File: config.mk
export PLATFORM = sky130hd
export DESIGN_NAME = bcpp_scale
export DESIGN_NICKNAME = d
export VERILOG_FILES = /design/src/design/bcpp_pkg.sv /design/src/design/bcpp_scale.sv
export SDC_FILE = /design/constraint.sdc
export NUM_CORES = 2
export LEC_CHECK = 0
export BUFFER_PORTS_ARGS = -buffer_cell sky130_fd_sc_hd__clkbuf_2
export CAP_MARGIN = 20
export CORE_ASPECT_RATIO = 1.25
export CORE_UTILIZATION = 35
export CTS_CLUSTER_SIZE = 24
export DETAILED_ROUTE_END_ITERATION = 6
export GPL_TIMING_DRIVEN = 0
export PLACE_DENSITY = 0.58
export SLEW_MARGIN = 40
export SYNTH_ARGS = -nofsm -noshare
export SYNTH_HDL_FRONTEND = slang
export SYNTH_SLANG_ARGS = --single-unit
File: constraint.sdc
create_clock -name clk -period 3 [get_ports clk]
set_input_delay 0.15 -clock clk [delete_from_list [all_inputs] [get_ports clk]]
set_output_delay 0.15 -clock clk [all_outputs]
set_load 0.03 [all_outputs]
File: src/design/bcpp_pkg.sv
// Shared constants, types and width helpers for the box corner projector.
`timescale 1ns / 1ps

package bcpp_pkg;

    localparam int COORD_WIDTH_DEF = 24;

    localparam int FOCAL_W       = 16;
    localparam int HALF_SCREEN_W = 12;
    localparam int SIZE_W        = 12;
    localparam int HALF_SIZE_W   = 11;
    localparam int FRAC_BITS     = 8;
    localparam int CFG_INDEX_W   = 3;

    localparam logic [FOCAL_W-1:0]       FOCAL_RESET = 16'd600;
    localparam logic [HALF_SCREEN_W-1:0] HSW_RESET   = 12'd500;
    localparam logic [HALF_SCREEN_W-1:0] HSH_RESET   = 12'd325;

    localparam logic [CFG_INDEX_W-1:0] REG_FOCAL = 3'd0;
    localparam logic [CFG_INDEX_W-1:0] REG_HSW   = 3'd1;
    localparam logic [CFG_INDEX_W-1:0] REG_HSH   = 3'd2;
    localparam logic [CFG_INDEX_W-1:0] REG_CAM_X = 3'd3;
    localparam logic [CFG_INDEX_W-1:0] REG_CAM_Y = 3'd4;
    localparam logic [CFG_INDEX_W-1:0] REG_CAM_Z = 3'd5;

    localparam logic [2:0] LAST_CORNER = 3'd7;

    // Width of a corner coordinate: centre plus camera offset plus half size.
    function automatic int coord_pw(input int w);
        return ((w > 19) ? w : 19) + 2;
    endfunction

    // Quotient bits kept by the divider; larger quotients clamp and still
    // saturate the same way once the screen offset is added.
    function automatic int quot_bits(input int w);
        return ((w + 1) > 21) ? (w + 1) : 21;
    endfunction

    // Sign of the half-size offset per corner: bit 2 is x, bit 1 y, bit 0 z.
    function automatic logic [2:0] corner_sign(input logic [2:0] idx);
        logic [2:0] s;
        case (idx)
            3'd0:    s = 3'b000;
            3'd1:    s = 3'b111;
            3'd2:    s = 3'b101;
            3'd3:    s = 3'b110;
            3'd4:    s = 3'b011;
            3'd5:    s = 3'b100;
            3'd6:    s = 3'b001;
            3'd7:    s = 3'b010;
            default: s = 3'b000;
        endcase
        return s;
    endfunction

    typedef struct packed {
        logic       valid;
        logic [2:0] index;
        logic       last;
        logic       ok;
        logic       neg_x;
        logic       neg_y;
    } tag_t;

endpackage

File: src/design/bcpp_scale.sv
// Scaling stages: focal multiply, depth check, then sign split into magnitudes.
`timescale 1ns / 1ps

module bcpp_scale #(
    parameter int COORD_WIDTH = bcpp_pkg::COORD_WIDTH_DEF,
    localparam int PW = bcpp_pkg::coord_pw(COORD_WIDTH),
    localparam int MW = PW + 15,
    localparam int DW = PW - 1
) (
    input  logic                           clk,
    input  logic                           rst_n,
    input  logic                           adv,
    input  bcpp_pkg::tag_t                 tag_in,
    input  logic signed [PW-1:0]           px,
    input  logic signed [PW-1:0]           py,
    input  logic signed [PW-1:0]           pz,
    input  logic [bcpp_pkg::FOCAL_W-1:0]   focal,
    output bcpp_pkg::tag_t                 tag_out,
    output logic [MW-1:0]                  mag_x,
    output logic [MW-1:0]                  mag_y,
    output logic [DW-1:0]                  dsr
);

    localparam int PRW = PW + bcpp_pkg::FOCAL_W + 1;

    logic signed [PRW-1:0] prod_x_reg, prod_y_reg;
    logic signed [PRW-1:0] prod_x_next, prod_y_next;
    logic signed [PW-1:0]  depth_reg;
    logic signed [PRW-1:0] abs_x, abs_y;
    logic [MW-1:0]         mag_x_reg, mag_y_reg;
    logic [DW-1:0]         dsr_reg, dsr_next;
    bcpp_pkg::tag_t        s2_tag_reg, s2_tag_next;
    bcpp_pkg::tag_t        s3_tag_reg, s3_tag_next;

    assign prod_x_next = $signed(px) * $signed({1'b0, focal});
    assign prod_y_next = $signed(py) * $signed({1'b0, focal});

    always_comb
    begin
        s2_tag_next    = tag_in;
        s2_tag_next.ok = !pz[PW-1] && (pz != '0);
    end

    assign abs_x = prod_x_reg[PRW-1] ? -prod_x_reg : prod_x_reg;
    assign abs_y = prod_y_reg[PRW-1] ? -prod_y_reg : prod_y_reg;

    // A corner that will be dropped still gets a harmless divisor of one.
    assign dsr_next = s2_tag_reg.ok ? depth_reg[DW-1:0] : DW'(1);

    always_comb
    begin
        s3_tag_next       = s2_tag_reg;
        s3_tag_next.neg_x = prod_x_reg[PRW-1];
        s3_tag_next.neg_y = prod_y_reg[PRW-1];
    end

    always_ff @(posedge clk or negedge rst_n)
    begin
        if (!rst_n)
        begin
            s2_tag_reg <= '0;
            s3_tag_reg <= '0;
        end
        else if (adv)
        begin
            s2_tag_reg <= s2_tag_next;
            s3_tag_reg <= s3_tag_next;
        end
    end

    always_ff @(posedge clk)
    begin
        if (adv)
        begin
            prod_x_reg <= prod_x_next;
            prod_y_reg <= prod_y_next;
            depth_reg  <= pz;
            mag_x_reg  <= abs_x[MW-1:0];
            mag_y_reg  <= abs_y[MW-1:0];
            dsr_reg    <= dsr_next;
        end
    end

    assign tag_out = s3_tag_reg;
    assign mag_x   = mag_x_reg;
    assign mag_y   = mag_y_reg;
    assign dsr     = dsr_reg;

endmodule

Word level (Yosys, flattened, before mapping)

Cells that the tools add are included.

Word-level logic and storage cells: 25
Output and inout bits: 115
Bits in registers: 232
Input port bits: 105

Multiply operators: 2
Reductions and logical operators: 3
Add/sub/neg operators: 2
Muxes and demuxes: 2

Operator list:

| operator                     | count |
|---|---|
| multiplier 26 x 17 -> 43 bit | 2 |
| 2-to-1 mux 41 bit            | 2 |
| negator 41 bit               | 2 |
| nonzero test 26 bit          | 1 |
| logical AND 1 bit            | 1 |
| logical NOT 1 bit            | 1 |

Depth between registers and ports, before layout

Depth in word-level cells: 2
Depth in mapped cells: 26
Mapped depth without buffers: 24

Least setup slack after synthesis

OpenSTA, ideal clock, no wires.

Path kind: input -> register
Start: in focal[2] (netlist bit)
End: reg prod_x_reg[39] (data pin)
Setup time: 259 ps
Data arrival time: 6304 ps
Path slack: -3564 ps
Stages on the path: 23
Cell sequence: clkbuf_1 > clkbuf_1 > nand2_1 > fa_1 > fa_1 > fa_1 > fa_1 > inv_1 > fa_1 > inv_1 > fa_1 > inv_1 > ha_1 > o21a_1 > o22a_1 > a21boi_0 > a211oi_1 > a211oi_1 > a21oi_1 > a41oi_1 > nor3_1 > o41a_1 > xor2_1

Cells in the longest elaborated chain, start to end: 1

Ends and longest elaborated chain:

| element                      | line             | RTL |
|---|---|---|
| start, declared              | bcpp_scale.sv:17 | `input logic [bcpp_pkg::FOCAL_W-1:0] focal,` |
| multiplier 26 x 17 -> 43 bit | bcpp_scale.sv:35 | `assign prod_x_next = $signed(px) * $signed({1'b0, focal});` |
| named net prod_x_next[39]    | bcpp_scale.sv:27 | `logic signed [PRW-1:0] prod_x_next, prod_y_next;` |
| end signal, assigned         | bcpp_scale.sv:75 | `prod_x_reg <= prod_x_next;` |
| end, declared                | bcpp_scale.sv:26 | `logic signed [PRW-1:0] prod_x_reg, prod_y_reg;` |

The timed path passes the listed nets, and every way through them passes these cells.
A chain may end at the register's enable or synchronous reset.

Worst setup path in the final report

Start: in focal[2] (netlist bit)
End: reg prod_x_reg[42] (data pin)

The elaborated chain is that of the path after synthesis.

==> summary by stage <==
Floorplanning
Row generation in the floorplan step produced 135 rows. The die footprint is 111000 um^2. Measured along the x axis, the die boundary spans ~300 um. From bottom edge to top edge, the die measures 373 um. The number of top-level design ports is 220. The initial cell density of the core is a little over a third. The placeable core region is between 100000 and 150000 um^2.

Worst setup path
Data on the critical path arrives at its endpoint at approximately 6.2 ns. The required time of the critical path is around 3.3 ns. STA classifies the critical path endpoint as a register. STA classifies the critical path startpoint as a primary input. The maximum fanout along the worst path is 6. The setup path with the least slack is of type primary input to register.

STA
Setup violations remaining at the end of the flow were counted as approximately 110. Setup repair after global routing could not meet its margin everywhere. For the pin with the worst max-slew slack, the measured transition is between 0.8 and 0.9 ns. On the final layout, the worst clock skew is 0.0344 ns. The accumulated negative setup slack is -148.09 ns. The number of hold-slack violations in the final timing report is 0. Setup slack on the critical path of the routed design comes to -2.88 ns. The routed design could run at a clock period as short as between 5 and 6 ns. The headroom to the max-slew limit is ~40%. The maximum achievable frequency is roughly 170 MHz. The max-slew violation total from the final report is 0.

Of the available clock period, the critical path in the final layout requires 196%.

Logic synthesis
Sequential cells were found to cover around 18% of the synthesized design area. In the post-synthesis netlist, the biggest area contributors are fa_1 42%, edfxtp_1 17%, inv_1 9.7%. The most used flip-flop cell after synthesis is edfxtp_1. The count of unique library cells instantiated by Yosys is 64. The share of synthesized flip-flops with an asynchronous set or reset is approximately 6.1%. The synthesized design contains 216 enable-type register cells.

The cell count after synthesis is about 3900. The netlist area before placement is roughly 39000 um^2. Each instance of the synthesized netlist takes up on average slightly below 10 um^2. Yosys printed 0 warnings.

When the netlist entered floorplanning its net count stood at roughly 5000. The top cell type by area accounts for a little over two fifths of the synthesized area. The cell type contributing the most total cell area after synthesis is fa_1.

Synthesis inferred 230 register bits.

Placement
Detailed placement ended at an HPWL of just under 100000 um. The routability-driven placement congestion ratio is 0.928. In this run the tool buffered the top-level ports with 205 buffer cells.

CTS
Clock-pin slew was measured on the worst setup and hold paths at about 0.06 ns. The clock latency on the worst-skew pair is between 0.6 and 0.7 ns. No sink is reached through more buffers than the 3 on the longest clock path. The clock tree from TritonCTS is built. The number of buffers created by CTS is 26. The number of clock sinks seen by CTS is 230. In this run the number of H-tree levels came out at 1.

The buffer cell driving the clock tree root is clkbuf_16.

Drt
For this block, the via count after detailed routing is between 20000 and 30000. The routed wire length is ~120000 um. The detailed router's first-iteration violation count is 1454. The number of detailed-routing iterations run before antenna repair is 5. In this run the remaining antenna-violating nets after routing total 0. In the routed layout, each cell is associated on average with a via count of slightly below 5.

For this run, design rule violations remaining after detail routing come to 0. Dividing the detail-routed wire length by the instance count gives 20.6 um.

Final layout
The final design utilization is between 40% and 50%. The growth of design area from synthesis to finish is 25.1%. In the layout the commonest cells are 928 x inv_1, 769 x fa_1, 531 x nand2_1, 325 x and2_1, 216 x edfxtp_1. The most common cell after layout, fill and taps aside is inv_1. The final net count is ~5500. Cells with a size suffix above 1 make up between 20 and 25% of the layout. The fill cell total of the finished layout is ~10000.

Global routing
Global routing consumed, on the met2 layer, 38.1% of the routing resources. The residual overflow from global routing is 0. The total global routing track utilization is 21.6%. The most congested layer reported by global routing is met2. The pin count of the biggest net entering global routing is 69.

The number of antenna violations at the first check in global routing was 12. The met1 routing resource usage after global routing is between 20% and 30%. For this run, global-route usage on met3 was measured as about 3.4%. The first-pass GRT wire length is roughly 180000 um. The number of global-route vias before repair is around 30000.

Status
The run finished, with violations left. The checks that failed: setup timing.

Run
Across the run, the number of max-cap violations was 0.

Hold path
The tightest min-delay check is of the primary input to async pin type.
==> synthesized netlist by cell type, drive strengths merged, types with 11 or more instances <==
| cell type | instances |
|---|---|
| o21a | 11 |
| edfxtp | 216 |
| nor3 | 13 |
| and2 | 362 |
| o31ai | 17 |
| or3 | 21 |
| xnor2 | 132 |
| ha | 212 |
| inv | 994 |
| fa | 810 |
| nand2 | 559 |
| a21o | 28 |
| o21ai | 64 |
| clkbuf | 158 |
| nand2b | 11 |
| nand3 | 19 |
| a21oi | 68 |
| xor2 | 32 |
| dfrtp | 14 |
| or4 | 11 |
| mux2 | 14 |
| nor2 | 54 |
==> timing repair <==
item | CTS | global route
endpoints found under the hold margin | 47 | 0
gates cloned | 2 | 5
pin swaps | 60 | 171
setup endpoints to repair | 117 | 115
hold buffers | 34 | 0
buffers inserted | 70 | 93
resized for setup | 451 | 316
==> cell type report <==
cell class                      instances  area, um^2  area share (%)
Inverter                              994        3730            7.75
Multi-Input combinational cell       2537       29400            61.0
Clock inverter                         17         104           0.216
Tap cell                             1438        1800            3.73
Timing Repair Buffer                  407        3260            6.77
Buffer                                156        2400            4.98
Clock buffer                           28         658            1.37
Antenna cell                            4        10.0          0.0208
Sequential cell                       230        6840            14.2
==> critical path: stages <==
cell and delay (ns):
clkbuf_16 0.15, clkbuf_16 0.19, and2_4 0.17, fa_1 0.54
inv_2 0.04, fa_1 0.52, inv_2 0.05, fa_1 0.52
inv_2 0.04, fa_1 0.51, fa_1 0.46, fa_2 0.66
inv_2 0.07, ha_4 0.18, a211oi_2 0.14, o21bai_1 0.09
a211oi_2 0.21, o31ai_2 0.10, a221o_1 0.33, a41oi_4 0.26
a31oi_4 0.17, a31oi_4 0.26, a31oi_4 0.15, xnor2_4 0.22
==> kinds of logic (layout without fill, tap and decap cells) <==
family | count (synthesis) | count (layout) | share of synthesized area, %
buffers and inverters | 1152 | 1602 | 11.2
AOI/OAI and AO/OA | 250 | 250 | 4.19
other | 0 | 4 | 0
xor gates and xnor gates | 164 | 164 | 3.73
adders and majority gates | 1022 | 1022 | 49.0
muxes | 14 | 14 | 0.409
and+or+nand+nor | 1087 | 1087 | 13.7
DFF | 230 | 230 | 17.8
==> path summary, 6_finish.rpt <==
check | from | endpoint | slack (ns) | cells past startpoint
min in group clk | px[0] | prod_x_reg[0]$_DFFE_PP_ | 0.05 | 2
max in group asynchronous | rst_n | s2_tag_reg[7]$_DFFE_PN0P_ | 2.70 | 2
setup / recovery | focal[2] | prod_x_reg[42]$_DFFE_PP_ | -2.88 | 24
hold / removal | rst_n | tag_out[2]$_DFFE_PN0P_ | 0.03 | 2
hold reg to reg | prod_x_reg[0]$_DFFE_PP_ | mag_x[0]$_DFFE_PP_ | 0.48 | 0
setup reg to reg | prod_y_reg[5]$_DFFE_PP_ | mag_y[38]$_DFFE_PP_ | -0.50 | 10
==> routing by layer <==
metal	vias to the layer above	part of all wire (%)
met5	-	0.074
met4	12	6.3
met3	285	6.2
met2	934	50
met1	14400	37
li1	12500	-
==> metrics by stage <==
step	std cells	hold WS [ns]	worst slack, ns	area (um^2)
finish	5811	0.0267	-2.88	48200
global route	5807	0.0412	-3.00	48200
CTS	5716	0.00339	-2.86	46400
detailed placement	5565	0.0759	-4.86	42600
global placement	5562	0.0698	-5.02	42500
floorplan	3919	-0.146	-2.95	39700
Power is not shown: default switching activity piles up to over one toggle a cycle in this logic, so the estimate is an artifact.
