===== src/design/bcpp_pkg.sv =====
// Shared constants, types and width helpers for the box corner projector.
`timescale 1ns / 1ps

package bcpp_pkg;

    localparam int COORD_WIDTH_DEF = 24;

    localparam int FOCAL_W       = 16;
    localparam int HALF_SCREEN_W = 12;
    localparam int SIZE_W        = 12;
    localparam int HALF_SIZE_W   = 11;
    localparam int FRAC_BITS     = 8;
    localparam int CFG_INDEX_W   = 3;

    localparam logic [FOCAL_W-1:0]       FOCAL_RESET = 16'd600;
    localparam logic [HALF_SCREEN_W-1:0] HSW_RESET   = 12'd500;
    localparam logic [HALF_SCREEN_W-1:0] HSH_RESET   = 12'd325;

    localparam logic [CFG_INDEX_W-1:0] REG_FOCAL = 3'd0;
    localparam logic [CFG_INDEX_W-1:0] REG_HSW   = 3'd1;
    localparam logic [CFG_INDEX_W-1:0] REG_HSH   = 3'd2;
    localparam logic [CFG_INDEX_W-1:0] REG_CAM_X = 3'd3;
    localparam logic [CFG_INDEX_W-1:0] REG_CAM_Y = 3'd4;
    localparam logic [CFG_INDEX_W-1:0] REG_CAM_Z = 3'd5;

    localparam logic [2:0] LAST_CORNER = 3'd7;

    // Width of a corner coordinate: centre plus camera offset plus half size.
    function automatic int coord_pw(input int w);
        return ((w > 19) ? w : 19) + 2;
    endfunction

    // Quotient bits kept by the divider; larger quotients clamp and still
    // saturate the same way once the screen offset is added.
    function automatic int quot_bits(input int w);
        return ((w + 1) > 21) ? (w + 1) : 21;
    endfunction

    // Sign of the half-size offset per corner: bit 2 is x, bit 1 y, bit 0 z.
    function automatic logic [2:0] corner_sign(input logic [2:0] idx);
        logic [2:0] s;
        case (idx)
            3'd0:    s = 3'b000;
            3'd1:    s = 3'b111;
            3'd2:    s = 3'b101;
            3'd3:    s = 3'b110;
            3'd4:    s = 3'b011;
            3'd5:    s = 3'b100;
            3'd6:    s = 3'b001;
            3'd7:    s = 3'b010;
            default: s = 3'b000;
        endcase
        return s;
    endfunction

    typedef struct packed {
        logic       valid;
        logic [2:0] index;
        logic       last;
        logic       ok;
        logic       neg_x;
        logic       neg_y;
    } tag_t;

endpackage


===== src/design/bcpp_intf.sv =====


interface bcpp_out_if #(parameter int COORD_WIDTH = bcpp_pkg::COORD_WIDTH_DEF);
    logic                          valid;
    logic                          ready;
    logic [2:0]                    corner_index;
    logic                          corner_valid;
    logic signed [COORD_WIDTH-1:0] screen_x;
    logic signed [COORD_WIDTH-1:0] screen_y;
    logic                          last_corner;

    modport source (
        output valid, corner_index, corner_valid, screen_x, screen_y, last_corner,
        input  ready
    );
    modport sink (
        input  valid, corner_index, corner_valid, screen_x, screen_y, last_corner,
        output ready
    );
endinterface


===== src/design/bcpp_skid.sv =====
// Two-entry output buffer that decouples the pipeline from the result channel.
`timescale 1ns / 1ps

module bcpp_skid #(
    parameter int COORD_WIDTH = bcpp_pkg::COORD_WIDTH_DEF,
    localparam int DATA_W = 2 * COORD_WIDTH + 5
) (
    input  logic              clk,
    input  logic              rst_n,
    input  logic              push_valid,
    input  logic [DATA_W-1:0] push_data,
    output logic              can_push,
    bcpp_out_if.source        corner
);

    localparam int W = COORD_WIDTH;

    logic              out_valid_reg, skid_valid_reg;
    logic [DATA_W-1:0] out_data_reg, skid_data_reg;
    logic              push, pop;

    assign can_push = !skid_valid_reg;
    assign push     = push_valid && can_push;
    assign pop      = out_valid_reg && corner.ready;

    always_ff @(posedge clk or negedge rst_n)
    begin
        if (!rst_n)
        begin
            out_valid_reg  <= 1'b0;
            skid_valid_reg <= 1'b0;
        end
        else if (skid_valid_reg)
        begin
            if (pop)
            begin
                skid_valid_reg <= 1'b0;
            end
        end
        else if (push)
        begin
            if (out_valid_reg && !pop)
            begin
                skid_valid_reg <= 1'b1;
            end
            else
            begin
                out_valid_reg <= 1'b1;
            end
        end
        else if (pop)
        begin
            out_valid_reg <= 1'b0;
        end
    end

    always_ff @(posedge clk)
    begin
        if (skid_valid_reg)
        begin
            if (pop)
            begin
                out_data_reg <= skid_data_reg;
            end
        end
        else if (push)
        begin
            if (out_valid_reg && !pop)
            begin
                skid_data_reg <= push_data;
            end
            else
            begin
                out_data_reg <= push_data;
            end
        end
    end

    assign corner.valid        = out_valid_reg;
    assign corner.corner_index = out_data_reg[2*W+4:2*W+2];
    assign corner.corner_valid = out_data_reg[2*W+1];
    assign corner.screen_x     = out_data_reg[2*W:W+1];
    assign corner.screen_y     = out_data_reg[W:1];
    assign corner.last_corner  = out_data_reg[0];

endmodule


===== src/flat_wrapper.sv =====
// flat-port wrapper written by rule: the top's interface ports become plain ports
module bcpp_skid_flat 
#(
    parameter int COORD_WIDTH = bcpp_pkg::COORD_WIDTH_DEF,
    localparam int DATA_W = 2 * COORD_WIDTH + 5
)
  (clk, rst_n, push_valid, push_data, can_push, corner_valid, corner_corner_index, corner_corner_valid, corner_screen_x, corner_screen_y, corner_last_corner, corner_ready);
  bcpp_out_if #(.COORD_WIDTH(COORD_WIDTH)) corner_i ();
  input  logic clk;
  input  logic rst_n;
  input  logic push_valid;
  input  logic [DATA_W-1:0] push_data;
  output logic can_push;
  output wire logic [$bits(corner_i.valid)-1:0] corner_valid;
  output wire logic [$bits(corner_i.corner_index)-1:0] corner_corner_index;
  output wire logic [$bits(corner_i.corner_valid)-1:0] corner_corner_valid;
  output wire logic [$bits(corner_i.screen_x)-1:0] corner_screen_x;
  output wire logic [$bits(corner_i.screen_y)-1:0] corner_screen_y;
  output wire logic [$bits(corner_i.last_corner)-1:0] corner_last_corner;
  input wire logic [$bits(corner_i.ready)-1:0] corner_ready;
  assign corner_valid = corner_i.valid;
  assign corner_corner_index = corner_i.corner_index;
  assign corner_corner_valid = corner_i.corner_valid;
  assign corner_screen_x = corner_i.screen_x;
  assign corner_screen_y = corner_i.screen_y;
  assign corner_last_corner = corner_i.last_corner;
  assign corner_i.ready = corner_ready;
  bcpp_skid #(.COORD_WIDTH(COORD_WIDTH)) u_core (.clk(clk), .rst_n(rst_n), .push_valid(push_valid), .push_data(push_data), .can_push(can_push), .corner(corner_i));
endmodule

===== config.mk =====
export PLATFORM = sky130hd
export DESIGN_NAME = bcpp_skid_flat
export DESIGN_NICKNAME = d
export VERILOG_FILES = /design/src/design/bcpp_pkg.sv /design/src/design/bcpp_intf.sv /design/src/design/bcpp_skid.sv /design/src/flat_wrapper.sv
export SDC_FILE = /design/constraint.sdc
export NUM_CORES = 1
export LEC_CHECK = 0
export ABC_AREA = 1
export BUFFER_PORTS_ARGS = -buffer_cell sky130_fd_sc_hd__buf_2
export CAP_MARGIN = 5
export CORE_UTILIZATION = 51
export DETAILED_ROUTE_END_ITERATION = 8
export GPL_TIMING_DRIVEN = 1
export MAX_ROUTING_LAYER = met4
export PLACE_DENSITY = 0.78
export SYNTH_ARGS = -nofsm -noshare
export SYNTH_HDL_FRONTEND = slang
export SYNTH_SLANG_ARGS = --single-unit

===== constraint.sdc =====
create_clock -name clk -period 3.3 [get_ports clk]
set_input_delay 0.495 -clock clk [delete_from_list [all_inputs] [get_ports clk]]
set_output_delay 0.495 -clock clk [all_outputs]
set_load 0.005 [all_outputs]

### After elaboration in Yosys (flattened, before gate mapping)

Cells that the tools add are included.

| word-level totals | value |
|---|---|
| bits in registers | 108 |
| word-level logic and storage cells | 29 |

| operators by class | value |
|---|---|
| equality and inequality tests | 3 |
| muxes and demuxes | 11 |
| bitwise operators | 1 |
| reduce and logical (&&, ||, !) cells | 10 |

Operator list:

| kind | number |
|---|---|
| 53-bit 2-to-1 mux | 4 |
| 3-bit AND reduction | 3 |
| 1-bit 2-to-1 mux | 7 |
| 2-bit inequality test, second input constant | 2 |
| 2-bit nonzero test | 2 |
| 1-bit logical AND | 3 |
| 1-bit zero test | 2 |
| 2-bit by 1-bit inequality test with 1-bit output, second input constant | 1 |
| 1-bit NOT | 1 |

### Depth between registers and ports, before layout

| depth | value |
|---|---|
| depth in word-level cells | 6 |
| depth in mapped cells | 4 |
| gate-level depth less buffers | 4 |

### Least setup slack after synthesis

No wires, ideal clock.

| path | value |
|---|---|
| kind | register -> register |
| start point | register u_core.skid_valid_reg |
| end point | register u_core.out_data_reg[0] (enable) |
| setup time | 0.412 ns |
| arrival | 1.887 ns |
| data required time | 2.888 ns |
| path slack | 1.001 ns |
| cell stages (with the launch flop) | 5 |
| buffers on the path | 1 |
| cell sequence | dfrtp_1 -> buf_4 -> nor2_1 -> nand2_1 -> nand2_1 |

| on the way | value |
|---|---|
| word-level cells in the longest chain between the ends | 4 |
| elaborated cells on any way between the ends | 6 |
| classes of those cells | eq/ne (2); reduce/logical (4) |

Ends and longest elaborated chain:

| item | line | RTL |
|---|---|---|
| from (decl) | bcpp_skid.sv:18 | `logic out_valid_reg, skid_valid_reg;` |
| from (signal assigned) | bcpp_skid.sv:31 | `skid_valid_reg <= 1'b0;` |
| from (signal assigned) | bcpp_skid.sv:37 | `skid_valid_reg <= 1'b0;` |
| from (signal assigned) | bcpp_skid.sv:44 | `skid_valid_reg <= 1'b1;` |
| 1-bit zero test | bcpp_skid.sv:22 | `assign can_push = !skid_valid_reg;` |
| 1-bit logical AND | bcpp_skid.sv:23 | `assign push = push_valid && can_push;` |
| 2-bit nonzero test (no source line) | n/a |  |
| 3-bit AND reduction (no source line) * | n/a |  |
| to (signal assigned) | bcpp_skid.sv:63 | `out_data_reg <= skid_data_reg;` |
| to (signal assigned) | bcpp_skid.sv:74 | `out_data_reg <= push_data;` |
| to (decl) | bcpp_skid.sv:19 | `logic [DATA_W-1:0] out_data_reg, skid_data_reg;` |

Mark *: on every way between the ends. The rest lies on a longest branch, timed or not.
A chain may end at the register's enable or synchronous reset.

### Final worst setup path

| path | value |
|---|---|
| start point | register u_core.skid_valid_reg |
| end point | output port can_push |

| on the way | value |
|---|---|
| word-level cells in the longest chain between the ends | 1 |

Ends and longest elaborated chain:

| item | line | RTL |
|---|---|---|
| 1-bit zero test | bcpp_skid.sv:22 |  |
| to (decl) | flat_wrapper.sv:13 | `output logic can_push;` |

No other way between the ends.

==> results.txt <==
Run status: finished, final reports clean
Final setup viols: 0
Final WS setup: 0.8205 ns
Synth Net Count: 353
Crit path launch type: flop
CP peak stage delay: 0.73 ns
Std-Cell Rows: 31
Sequential share of the synthesized area: 0.8131
Post-synth design cell area: 0.003976 mm²
Post-synth EDFFs: 106
Clock H-tree levels: 3
Hold Buf Count CTS: 1
CTS tree: done
Synth unique cells: 10
Die ar.: 0.008154 mm²
Cells along the critical path: inv_2 > buf_2
Reg clk slew, reported paths: 0.10 ns
GPL Wtd Cong: 0.7661
Final Skew: 0.01109 ns
Peak supply drop: 403.3 µV
Critical-path top delay cell: inv_2
Asr flop ratio synth: 0.01852
Top cells by count, synth: nand2_1, edfxtp_1, buf_2, inv_1, buf_6
DIE HEIGHT: 90.30 µm
Crit share post-route: 0.7514
Slew Viols, Final: 0
WP data required: 2.80 ns
Rel. slew slack: 0.4188
Starting Density: 0.5367
First-pass GRT wire length: 10,970 µm
Clock Tree Root: clkbuf_8
Post-synthesis adder-cell area fraction: 0
Yosys reg bits: 108
Leak: 0.002099 µW
Drt initial violations: 130
Top-count cell post-synth: nand2_1
Area leader, netlist: edfxtp_1
Fmax: 403.3 MHz
GR Util met3: 0.05135
Fin. Hold Viols: 0
Post-synthesis xor/xnor area fraction: 0
Ant. Diodes: 0
Arrival time worst endpoint: 1.98 ns
TritonCTS Buffers: 9
Initial DRT Pass Iterations: 4
Main synth FF type: edfxtp_1
Synth Area in Simple Gates: 0.1630
Post-Place Setup Slack: 1.201 ns
Critical path class: reg -> out
Largest family of logic cells by synthesized area: simple AND/OR/NAND/NOR gates
Clk buf depth: 2
Worst-Skew Late Latency: 0.35 ns
Routed WL per cell: 13.64 µm
Post-CTS Resized: 0
Hold Path Class: in -> reg
Met2 usage: 0.2926
Die width: 90.30 µm
Routed Antenna Nets: 0
WL final: 7040 µm
DR vias/cell: 4.781
Final Total Pwr: 3786 µW
RSZ-0062 raised after global routing: false
Core ar.: 0.007408 mm²
Top-area cell type share of the netlist area: 0.8005
Final HPWL DP: 4832 µm
Avg Inst Size Synth: 13.43 µm²
GR peak layer: met2
Io pins: 112
Initial antenna violation count: 0
Vias in the first global route: 2,321
Post-synthesis compound-gate area fraction: 0
Number of max-cap violations: 0
Grt total ovfl: 0
Area growth syn-to-layout: 21.40%
DRC viols: 0
Total number of vias: 2,467
Worst slew pin tran: 0.8705 ns
Largest net degree at the start of global routing: 56
Fillers: 569
Ranking of synthesized cells by area: edfxtp_1, nand2_1, dfrtp_1, buf_2, buf_6
Total negative slack: 0 ns
I/O Buffers: 111
Post-CTS setup buffer count: 0
Fin crit period: 2.479 ns
Post-synthesis mux area share: 0
Tot GR Track Use: 0.1837
Clock sink count: 108
Final nets: 469
GRT met1 Usage: 0.2311
Crit. End Element: output port
Worst-path fanout max: 55
PwrDens: 784.2 mW/mm²
Fraction of layout cells with a size suffix above 1: 0.3189
Syn Inst Count: 296
Yosys warning count: 0
[report_power, final]
part           total, µW  internal, µW  switching, µW
clock network        775           355            421
registers           2110          1970            138
logic                901           326            575
[placed cells by master (no fill, tap or decap)]
cell / count
nand2_1: 167
buf_2: 111
edfxtp_1: 106
clkbuf_8: 9
inv_1: 3
buf_4: 3
inv_2: 2
nor2_1: 2
nand3_1: 2
clkbuf_1: 2
nand2_2: 1
inv_6: 1
bufinv_16: 1
clkinv_4: 1
clkinv_2: 1
clkinvlp_4: 1
dlygate4sd3_1: 1
buf_12: 1
dfrtp_1: 1
dfrtp_2: 1
[kinds of logic after synthesis]
logic type,after synthesis
and+or+nand+nor,172
DFF,108
buffers and inverters,16
[per-layer routing]
layer | part of all wire | wire length (µm)
met1 | 0.42 | 2966
met2 | 0.50 | 3515
met3 | 0.065 | 461
met4 | 0.014 | 97
met5 | 0 | 0
[stage by stage]
stage / hold slack (ns) / std cells / area [µm²] / utilization
after CTS: 0.3112 / 516 / 4827 / 0.6516
final: 0.3248 / 516 / 4827 / 0.6516
after detailed placement: 0.2851 / 499 / 4626 / 0.6244
after global placement: 0.2801 / 499 / 4626 / 0.6244
after floorplan: 0.1994 / 296 / 3976 / -
after global routing: 0.3041 / 516 / 4827 / 0.6516
[final cells by class]
class	count	area (µm²)	area share
Timing Repair Buffer	116	608.1	0.1260
Inverter	5	18.77	0.003888
Sequential cell	108	3234	0.6700
Clock inverter	5	60.06	0.01244
Tap cell	99	123.9	0.02566
Multi-Input combinational cell	172	650.6	0.1348
Clock buffer	11	131.4	0.02722
[worst paths after layout]
kind	startpoint	to	depth (start not counted)	slack, ns
min in group asynchronous	rst_n	u_core.skid_valid_reg	2	0.48
hold / removal	push_data[52]	u_core.skid_data_reg[52]	1	0.32
max in group asynchronous	rst_n	u_core.skid_valid_reg	2	2.71
setup reg to reg	u_core.skid_valid_reg	u_core.skid_data_reg[16]	4	1.27
hold reg to reg	u_core.skid_data_reg[24]	u_core.out_data_reg[24]	2	0.52
setup / recovery	u_core.skid_valid_reg	can_push	2	0.82
[worst max-delay path, delay by kind of cell (launching register included)]
family	cells	cell delay, ns
buffers and inverters	2	0.98
flip-flops	1	0.63
Power figures use the tool's default switching activity.
