## config.mk

```make
export PLATFORM = sky130hd
export DESIGN_NAME = bcpp_corner_gen_flat
export DESIGN_NICKNAME = d
export VERILOG_FILES = /design/src/design/bcpp_pkg.sv /design/src/design/bcpp_intf.sv /design/src/design/bcpp_corner_gen.sv /design/src/flat_wrapper.sv
export SDC_FILE = /design/constraint.sdc
export NUM_CORES = 1
export LEC_CHECK = 0
export ABC_CLOCK_PERIOD_IN_PS = 6300
export BUFFER_PORTS_ARGS = -buffer_cell sky130_fd_sc_hd__buf_2
export CAP_MARGIN = 20
export CORE_MARGIN = 2
export CORE_UTILIZATION = 60
export CTS_CLUSTER_SIZE = 25
export DETAILED_ROUTE_END_ITERATION = 8
export PLACE_DENSITY = 0.85
export SETUP_SLACK_MARGIN = 0.02
export SLEW_MARGIN = 40
export SYNTH_ARGS = -nofsm -noshare
export SYNTH_HDL_FRONTEND = slang
export SYNTH_SLANG_ARGS = --single-unit
```

## constraint.sdc

```tcl
create_clock -name clk -period 6.3 [get_ports clk]
set_input_delay 0 -clock clk [delete_from_list [all_inputs] [get_ports clk]]
set_output_delay 0 -clock clk [all_outputs]
set_load 0.01 [all_outputs]
```

## src/design/bcpp_pkg.sv

```systemverilog
// Shared constants, types and width helpers for the box corner projector.
`timescale 1ns / 1ps

package bcpp_pkg;

    localparam int COORD_WIDTH_DEF = 24;

    localparam int FOCAL_W       = 16;
    localparam int HALF_SCREEN_W = 12;
    localparam int SIZE_W        = 12;
    localparam int HALF_SIZE_W   = 11;
    localparam int FRAC_BITS     = 8;
    localparam int CFG_INDEX_W   = 3;

    localparam logic [FOCAL_W-1:0]       FOCAL_RESET = 16'd600;
    localparam logic [HALF_SCREEN_W-1:0] HSW_RESET   = 12'd500;
    localparam logic [HALF_SCREEN_W-1:0] HSH_RESET   = 12'd325;

    localparam logic [CFG_INDEX_W-1:0] REG_FOCAL = 3'd0;
    localparam logic [CFG_INDEX_W-1:0] REG_HSW   = 3'd1;
    localparam logic [CFG_INDEX_W-1:0] REG_HSH   = 3'd2;
    localparam logic [CFG_INDEX_W-1:0] REG_CAM_X = 3'd3;
    localparam logic [CFG_INDEX_W-1:0] REG_CAM_Y = 3'd4;
    localparam logic [CFG_INDEX_W-1:0] REG_CAM_Z = 3'd5;

    localparam logic [2:0] LAST_CORNER = 3'd7;

    // Width of a corner coordinate: centre plus camera offset plus half size.
    function automatic int coord_pw(input int w);
        return ((w > 19) ? w : 19) + 2;
    endfunction

    // Quotient bits kept by the divider; larger quotients clamp and still
    // saturate the same way once the screen offset is added.
    function automatic int quot_bits(input int w);
        return ((w + 1) > 21) ? (w + 1) : 21;
    endfunction

    // Sign of the half-size offset per corner: bit 2 is x, bit 1 y, bit 0 z.
    function automatic logic [2:0] corner_sign(input logic [2:0] idx);
        logic [2:0] s;
        case (idx)
            3'd0:    s = 3'b000;
            3'd1:    s = 3'b111;
            3'd2:    s = 3'b101;
            3'd3:    s = 3'b110;
            3'd4:    s = 3'b011;
            3'd5:    s = 3'b100;
            3'd6:    s = 3'b001;
            3'd7:    s = 3'b010;
            default: s = 3'b000;
        endcase
        return s;
    endfunction

    typedef struct packed {
        logic       valid;
        logic [2:0] index;
        logic       last;
        logic       ok;
        logic       neg_x;
        logic       neg_y;
    } tag_t;

endpackage

```

## src/design/bcpp_intf.sv

```systemverilog
// Box input and corner output channel interfaces.
`timescale 1ns / 1ps

interface bcpp_in_if #(parameter int COORD_WIDTH = bcpp_pkg::COORD_WIDTH_DEF);
    logic                             valid;
    logic                             ready;
    logic signed [COORD_WIDTH-1:0]    centre_x;
    logic signed [COORD_WIDTH-1:0]    centre_y;
    logic signed [COORD_WIDTH-1:0]    centre_z;
    logic [bcpp_pkg::SIZE_W-1:0]      size_x;
    logic [bcpp_pkg::SIZE_W-1:0]      size_y;
    logic [bcpp_pkg::SIZE_W-1:0]      size_z;

    modport source (
        output valid, centre_x, centre_y, centre_z, size_x, size_y, size_z,
        input  ready
    );
    modport sink (
        input  valid, centre_x, centre_y, centre_z, size_x, size_y, size_z,
        output ready
    );
endinterface


```

## src/design/bcpp_corner_gen.sv

```systemverilog
// Corner sequencer: holds one box and issues its eight corners, one per cycle while adv is high.
`timescale 1ns / 1ps

module bcpp_corner_gen #(
    parameter int COORD_WIDTH = bcpp_pkg::COORD_WIDTH_DEF,
    localparam int PW = bcpp_pkg::coord_pw(COORD_WIDTH)
) (
    input  logic                          clk,
    input  logic                          rst_n,
    input  logic                          adv,
    bcpp_in_if.sink                       box,
    input  logic signed [COORD_WIDTH-1:0] cam_x,
    input  logic signed [COORD_WIDTH-1:0] cam_y,
    input  logic signed [COORD_WIDTH-1:0] cam_z,
    output logic signed [PW-1:0]          px,
    output logic signed [PW-1:0]          py,
    output logic signed [PW-1:0]          pz,
    output bcpp_pkg::tag_t                tag
);

    localparam int BW  = COORD_WIDTH + 1;
    localparam int HW  = bcpp_pkg::HALF_SIZE_W;
    localparam int FB  = bcpp_pkg::FRAC_BITS;
    localparam int PAD = PW - HW - FB;

    logic                   busy_reg, busy_next;
    logic [2:0]             cnt_reg, cnt_next;
    logic signed [BW-1:0]   bx_reg, by_reg, bz_reg;
    logic [HW-1:0]          hx_reg, hy_reg, hz_reg;
    logic signed [PW-1:0]   px_reg, py_reg, pz_reg;
    logic signed [PW-1:0]   px_next, py_next, pz_next;
    bcpp_pkg::tag_t         tag_reg, tag_next;
    logic                   accept;
    logic [2:0]             sign;
    logic signed [PW-1:0]   bx_ext, by_ext, bz_ext;
    logic signed [PW-1:0]   hx_ext, hy_ext, hz_ext;

    // A new box is taken while idle or in the cycle its predecessor issues its last corner.
    assign box.ready = adv && (!busy_reg || (cnt_reg == bcpp_pkg::LAST_CORNER));
    assign accept    = box.valid && box.ready;

    assign sign   = bcpp_pkg::corner_sign(cnt_reg);
    assign bx_ext = {{(PW-BW){bx_reg[BW-1]}}, bx_reg};
    assign by_ext = {{(PW-BW){by_reg[BW-1]}}, by_reg};
    assign bz_ext = {{(PW-BW){bz_reg[BW-1]}}, bz_reg};
    assign hx_ext = {{PAD{1'b0}}, hx_reg, {FB{1'b0}}};
    assign hy_ext = {{PAD{1'b0}}, hy_reg, {FB{1'b0}}};
    assign hz_ext = {{PAD{1'b0}}, hz_reg, {FB{1'b0}}};

    assign px_next = sign[2] ? (bx_ext + hx_ext) : (bx_ext - hx_ext);
    assign py_next = sign[1] ? (by_ext + hy_ext) : (by_ext - hy_ext);
    assign pz_next = sign[0] ? (bz_ext + hz_ext) : (bz_ext - hz_ext);

    always_comb
    begin
        busy_next = busy_reg;
        cnt_next  = cnt_reg;
        tag_next  = '0;
        if (busy_reg)
        begin
            tag_next.valid = 1'b1;
            tag_next.index = cnt_reg;
            tag_next.last  = (cnt_reg == bcpp_pkg::LAST_CORNER);
            cnt_next       = 3'(cnt_reg + 3'd1);
            if (cnt_reg == bcpp_pkg::LAST_CORNER)
            begin
                busy_next = 1'b0;
            end
        end
        if (accept)
        begin
            busy_next = 1'b1;
            cnt_next  = '0;
        end
    end

    always_ff @(posedge clk or negedge rst_n)
    begin
        if (!rst_n)
        begin
            busy_reg <= 1'b0;
            cnt_reg  <= '0;
            tag_reg  <= '0;
        end
        else if (adv)
        begin
            busy_reg <= busy_next;
            cnt_reg  <= cnt_next;
            tag_reg  <= tag_next;
        end
    end

    always_ff @(posedge clk)
    begin
        if (accept)
        begin
            bx_reg <= $signed({box.centre_x[COORD_WIDTH-1], box.centre_x})
                    + $signed({cam_x[COORD_WIDTH-1], cam_x});
            by_reg <= $signed({box.centre_y[COORD_WIDTH-1], box.centre_y})
                    + $signed({cam_y[COORD_WIDTH-1], cam_y});
            bz_reg <= $signed({box.centre_z[COORD_WIDTH-1], box.centre_z})
                    + $signed({cam_z[COORD_WIDTH-1], cam_z});
            hx_reg <= box.size_x[bcpp_pkg::SIZE_W-1:1];
            hy_reg <= box.size_y[bcpp_pkg::SIZE_W-1:1];
            hz_reg <= box.size_z[bcpp_pkg::SIZE_W-1:1];
        end
        if (adv)
        begin
            px_reg <= px_next;
            py_reg <= py_next;
            pz_reg <= pz_next;
        end
    end

    assign px  = px_reg;
    assign py  = py_reg;
    assign pz  = pz_reg;
    assign tag = tag_reg;

endmodule

```

## src/flat_wrapper.sv

```systemverilog
// flat-port wrapper written by rule: the top's interface ports become plain ports
module bcpp_corner_gen_flat 
#(
    parameter int COORD_WIDTH = bcpp_pkg::COORD_WIDTH_DEF,
    localparam int PW = bcpp_pkg::coord_pw(COORD_WIDTH)
)
  (clk, rst_n, adv, cam_x, cam_y, cam_z, px, py, pz, tag, box_valid, box_centre_x, box_centre_y, box_centre_z, box_size_x, box_size_y, box_size_z, box_ready);
  bcpp_in_if #(.COORD_WIDTH(COORD_WIDTH)) box_i ();
  input  logic clk;
  input  logic rst_n;
  input  logic adv;
  input  logic signed [COORD_WIDTH-1:0] cam_x;
  input  logic signed [COORD_WIDTH-1:0] cam_y;
  input  logic signed [COORD_WIDTH-1:0] cam_z;
  output logic signed [PW-1:0] px;
  output logic signed [PW-1:0] py;
  output logic signed [PW-1:0] pz;
  output bcpp_pkg::tag_t tag;
  input wire logic [$bits(box_i.valid)-1:0] box_valid;
  input wire logic [$bits(box_i.centre_x)-1:0] box_centre_x;
  input wire logic [$bits(box_i.centre_y)-1:0] box_centre_y;
  input wire logic [$bits(box_i.centre_z)-1:0] box_centre_z;
  input wire logic [$bits(box_i.size_x)-1:0] box_size_x;
  input wire logic [$bits(box_i.size_y)-1:0] box_size_y;
  input wire logic [$bits(box_i.size_z)-1:0] box_size_z;
  output wire logic [$bits(box_i.ready)-1:0] box_ready;
  assign box_i.valid = box_valid;
  assign box_i.centre_x = box_centre_x;
  assign box_i.centre_y = box_centre_y;
  assign box_i.centre_z = box_centre_z;
  assign box_i.size_x = box_size_x;
  assign box_i.size_y = box_size_y;
  assign box_i.size_z = box_size_z;
  assign box_ready = box_i.ready;
  bcpp_corner_gen #(.COORD_WIDTH(COORD_WIDTH)) u_core (.clk(clk), .rst_n(rst_n), .adv(adv), .box(box_i), .cam_x(cam_x), .cam_y(cam_y), .cam_z(cam_z), .px(px), .py(py), .pz(pz), .tag(tag));
endmodule
```

======== After elaboration in Yosys (flattened, before gate mapping) ========
Memory sizes are Yosys's and may differ from the RTL's.
Cells that the tools add are included.
operators by class
  add/sub/neg operators ................... 10
  bitwise operators ....................... 0
  mux-type cells .......................... 9
  equality and inequality tests ........... 1
  reductions and logical operators ........ 6
  shift-type cells ........................ 0
  $mul .................................... 0
  divide/modulo/power cells ............... 0
  $lt $le $gt $ge ......................... 0
operators by type and width
  cell                 number
  $add 25x20->26       3
  $mux 26              3
  $sub 25x20->26       3
  $add 24x24->25       3
  $mux 3               2
  $mux 5               1
  $add 3x1->3 const B  1
  $eq 3x3->1 const B   1
  $mux 1               3
  $logic_and 1x1->1    2
  $reduce_and 2->1     1
  $reduce_bool 2->1    1
  $logic_not 1->1      1
  $logic_or 1x1->1     1
word-level totals
  latch bits .............................. 0
  memories kept ........................... 1
  memory bits (writable) .................. 0
  bits in read-only memories .............. 24
  flip-flop bits (word level) ............. 195
  output and inout port bits .............. 87
memory list
  name             depth  bits a word  rd ports  clocked after memory_dff  write ports  RTL line        source
  (no name shown)  8      3            1         0                         0            bcpp_pkg.sv:42  case (idx)

======== Logic depth before layout (Yosys ltp) ========
  depth in word-level cells ............... 6
  mapped depth ............................ 14
  mapped depth without buffers ............ 13

======== Least setup slack after synthesis ========
OpenSTA, ideal clock, no wires.
  kind .................................... register to register
  start point ............................. register u_core.cnt_reg[0]
  end point ............................... register u_core.bx_reg[0] (enable)
  arrival time ............................ 3.690 ns
  data required time ...................... 5.821 ns
  cell stages (with the launch flop) ...... 6
  buffers on the path ..................... 0
  path slack .............................. 2.131 ns
  cell sequence ........................... dfrtp_1 ha_1 ha_1 inv_1 a21boi_0 and2_1
on the way
  longest elaborated chain between the ends .. 4
ends and longest elaborated chain
  element                   RTL line               source
  start: declaration        bcpp_corner_gen.sv:27  logic [2:0] cnt_reg, cnt_next;
  start signal: assignment  bcpp_corner_gen.sv:88  cnt_reg <= cnt_next;
  $eq 3x3->1                bcpp_corner_gen.sv:39  assign box.ready = adv && (!busy_reg || (cnt_reg == bcpp_pkg::LAST_CORNER));
  $logic_or 1x1->1          bcpp_corner_gen.sv:39
  $logic_and 1x1->1         bcpp_corner_gen.sv:39
  via box_ready             flat_wrapper.sv:26     output wire logic [$bits(box_i.ready)-1:0] box_ready;
  $logic_and 1x1->1         bcpp_corner_gen.sv:40  assign accept = box.valid && box.ready;
  via u_core.accept         bcpp_corner_gen.sv:33  logic accept;
  end signal: assignment    bcpp_corner_gen.sv:97  bx_reg <= $signed({box.centre_x[COORD_WIDTH-1], box.centre_x})
  end: declaration          bcpp_corner_gen.sv:28  logic signed [BW-1:0] bx_reg, by_reg, bz_reg;
The timed path passes the listed nets, and every way through them passes these cells.
A chain may end at the register's enable or synchronous reset.

======== Final worst setup path ========
  start point ............................. register u_core.cnt_reg[0]
  end point ............................... register u_core.pz_reg[23] (netlist: u_core.pz[23]) (data pin)
on the way
  longest elaborated chain between the ends .. 2
ends and longest elaborated chain
  element                 RTL line                source
  $mem_v2 8x3             -
  $mux 26                 bcpp_corner_gen.sv:52   assign pz_next = sign[0] ? (bz_ext + hz_ext) : (bz_ext - hz_ext);
  via u_core.pz_next[23]  bcpp_corner_gen.sv:31   logic signed [PW-1:0] px_next, py_next, pz_next;
  end signal: assignment  bcpp_corner_gen.sv:111  pz_reg <= pz_next;
  end: declaration        bcpp_corner_gen.sv:30   logic signed [PW-1:0] px_reg, py_reg, pz_reg;
The timed path passes the listed nets, and every way through them passes these cells.

==> impl_metrics.toml <==
[global_route]
grt_pass1_wl_um = 46400
antenna_found_initial = 1
grt_max_degree = 50
grt-ovfl-total = 0
grt_usage_pct = 26.4
first_global_vias = 9879

[clocking]
clkSinkCount = 195
cts_buffers = 17
post_cts_buffers = 0
htreeDepth = 4
root_buffer = "clkbuf_16"
cts.clk_slew.worst_paths_ns = 0.08
clkLatencyLatePin_ns = 0.44
cts_tree = "done"
cts_max_path_buffers = 2

[pwr]
p_leak_nw = 6.56
clockPowerShare_pct = 16.6
switching_share_pct = 38.7
power_frac_comb_pct = 53.4
power.density_nw_per_um2 = 442
power_switching_mw = 2.61
ir_worst_vdd_v = 0.000220
p_int_mw = 4.15
sequentialPowerShare_pct = 30.0

[yosys]
synth_edf_count = 186
synthFlopType = "edfxtp_1"
synth_area_sq_um = 12600
yosysWarnings = 0
syn_inst = 1160
ys_seq_area_share_pct = 46.1
synth-seq-cells = 195
avgSynthCellArea_sq_um = 10.9
yosys.cell_types.count = 69
ys_async_sr_fraction_pct = 4.62

[sta]
slew_viol_final = 0
setup_viol = 0
rsz0062_at_grt = "no"
fin_crit_ns = 3.97
max_freq_ghz = 0.252
worstMarginPinSlew_ns = 0.800
post-route-period-util_pct = 63.0
hold_violations = 0
finClkSkew_ns = 0.0120
relSlewSlack_pct = 45.6
tns_ns = 0

[cells_and_area]
final_common_cell = "buf_2"
layout_common_cells = "263 x buf_2, 186 x edfxtp_1, 128 x ha_1, 109 x a21oi_1, 92 x xnor2_1"
fillers = 1390
nNetsFinal = 1791
design_area_sq_um = 15300
area_delta_synth_final_pct = 21.4
drive_above_1_share_pct = 21.3
multi_input_area_sq_um = 6520
seqCellArea_sq_um = 5810

[placed_design]
dpl-instance-area_sq_um = 14300
io_buffers = 264
dp_hpwl_um = 22100
routabilityCongestion = 0.888

[route]
wl_met2_um = 14200
met1_length_um = 11900
ant_nets = 0
dr.pass1.iters = 6
wl_um = 29400
wl_met3_um = 2440
drc = 0
highest_layer = "met4"
drt-vias-per-instance = 5.80
avgRoutedWirePerCell_um = 16.7
vias = 10200
drt-initial-drc-count = 730

[setup_path]
rr_startpoint = "u_core.cnt_reg[0]"
startpoint_type = "flip-flop"
end_kind = "flip-flop"
cp.required_ns = 6.49
reg2reg_depth = 11
crit_fanout = 17
reg2reg_to = "u_core.pz[23]"
cp.arrival_ns = 4.16
critPathKind = "flip-flop to flip-flop"
rrSetupSlack_ns = 2.33

[floorplanning]
start_util_pct = 60.5
num_rows = 53
dieArea_sq_um = 22200
io_pins = 271
core_area_sq_um = 20800
die_h_um = 149
fp.dieW_um = 149

[hold_path]
min_path_cells = 4
hold_end = "u_core.bz_reg[3]"
hp-start = "cam_z[3]"
hold_path_class = "primary input to flip-flop"

[flow_run]
max-cap-violations = 0

[run_status]
status = "completed"
[power groups by stage]
| stage | clock [mW] | combinational (mW) | sequential [mW] |
|---|---|---|---|
| 2_1_floorplan | 0 | 2.55 | 2.16 |
| 3_3_place_gp | 0 | 3.33 | 2.05 |
| 3_5_place_dp | 0 | 3.47 | 2.05 |
| 4_1_cts | 1.13 | 3.55 | 2.03 |
| 5_1_grt | 1.18 | 3.99 | 2.06 |
| 6_report | 1.12 | 3.61 | 2.03 |
[synth_stat cells (5+ instances only)]
master / number / area (sq um)
a211oi_1: 12 / 90.1
a21o_1: 50 / 375
a21oi_1: 110 / 551
a31oi_1: 9 / 56.3
a41oi_1: 6 / 52.6
and2_1: 6 / 37.5
and3_1: 13 / 81.3
clkbuf_1: 14 / 52.6
dfrtp_1: 9 / 225
edfxtp_1: 186 / 5590
fa_1: 6 / 120
ha_1: 128 / 1600
inv_1: 56 / 210
nand2_1: 72 / 270
nand2b_1: 8 / 50.1
nand3_1: 22 / 110
nand4_1: 8 / 50.1
nor2_1: 77 / 289
nor2b_1: 11 / 68.8
nor3_1: 13 / 65.1
nor4_1: 10 / 62.6
o211ai_1: 9 / 67.6
o21a_1: 18 / 135
o21ai_0: 63 / 315
o21ai_1: 5 / 25.0
o21bai_1: 16 / 120
o31ai_1: 8 / 60.1
or3_1: 5 / 31.3
xnor2_1: 92 / 806
xor2_1: 43 / 377
[per-layer routing]
metal  global-route usage [%]  vias to the layer above
met5                        0                        -
met4                     9.76                        0
met3                     6.67                       70
met2                     45.8                      442
met1                     31.8                     4728
li1                         -                     4979
[worst max-delay path, stage by stage, from the launching register on]
cell	delay, ns
dfrtp_1	0.44
ha_1	0.38
mux2i_2	0.65
o21ai_0	0.33
ha_1	0.35
a21o_1	0.18
a21oi_1	0.27
o21ai_0	0.18
and3_1	0.22
o21a_1	0.20
o41a_1	0.39
xor2_1	0.15
[how the worst max path moves through the flow]
stage / from / to / cells past startpoint
2_1_floorplan: u_core.cnt_reg[0] / u_core.bx_reg[0] / 5
3_3_place_gp: u_core.cnt_reg[0] / u_core.pz[23] / 11
3_5_place_dp: u_core.cnt_reg[0] / u_core.pz[23] / 11
4_1_cts: u_core.hy_reg[4] / u_core.py[25] / 11
5_1_grt: u_core.cnt_reg[0] / u_core.pz[23] / 11
6_report: u_core.cnt_reg[0] / u_core.pz[23] / 11
[stage by stage]
step / power [mW] / hold WS, ns / setup slack (ns) / utilization (%) / std cells
after floorplan: 4.70 / -0.296 / 2.13 / - / 1162
after global placement: 5.38 / -0.136 / 2.23 / 68.2 / 1685
after detailed placement: 5.53 / -0.134 / 2.44 / 68.5 / 1687
after CTS: 6.71 / 0.0186 / 2.34 / 73.4 / 1760
after global routing: 7.22 / 0.0476 / 2.14 / 73.5 / 1761
final: 6.76 / 0.0239 / 2.33 / 73.5 / 1761
[logic make-up (layout without fill, tap and decap cells)]
logic type / after synthesis / in the layout / synth area share (%)
other: 1 / 4 / 0.0298
AO/OA/AOI/OAI: 352 / 352 / 18.0
buffers and inverters: 75 / 398 / 2.34
adder cells (fa/ha/maj): 134 / 134 / 13.7
multiplexers: 4 / 4 / 0.328
flip-flops: 195 / 195 / 46.1
XOR/XNOR: 135 / 135 / 9.39
AND/OR/NAND/NOR: 264 / 264 / 10.1
[area by class of cell]
type / instances / share of cell area [%]
well taps: 275 / 2.25
clock buffers: 17 / 2.78
flip-flops and latches: 195 / 38.0
repair buffers: 311 / 11.8
clock inverters: 14 / 1.16
multi-input cells: 892 / 42.6
diodes: 1 / 0.0164
inverters: 56 / 1.37
[what timing repair did]
item / 4_1_cts / 5_1_grt
gates resized for setup: 0 / 0
endpoints found under the hold margin: 48 / 0
hold buffers: 42 / 0
endpoints found under the setup margin: 0 / 0
(Power assumes the default switching activity.)
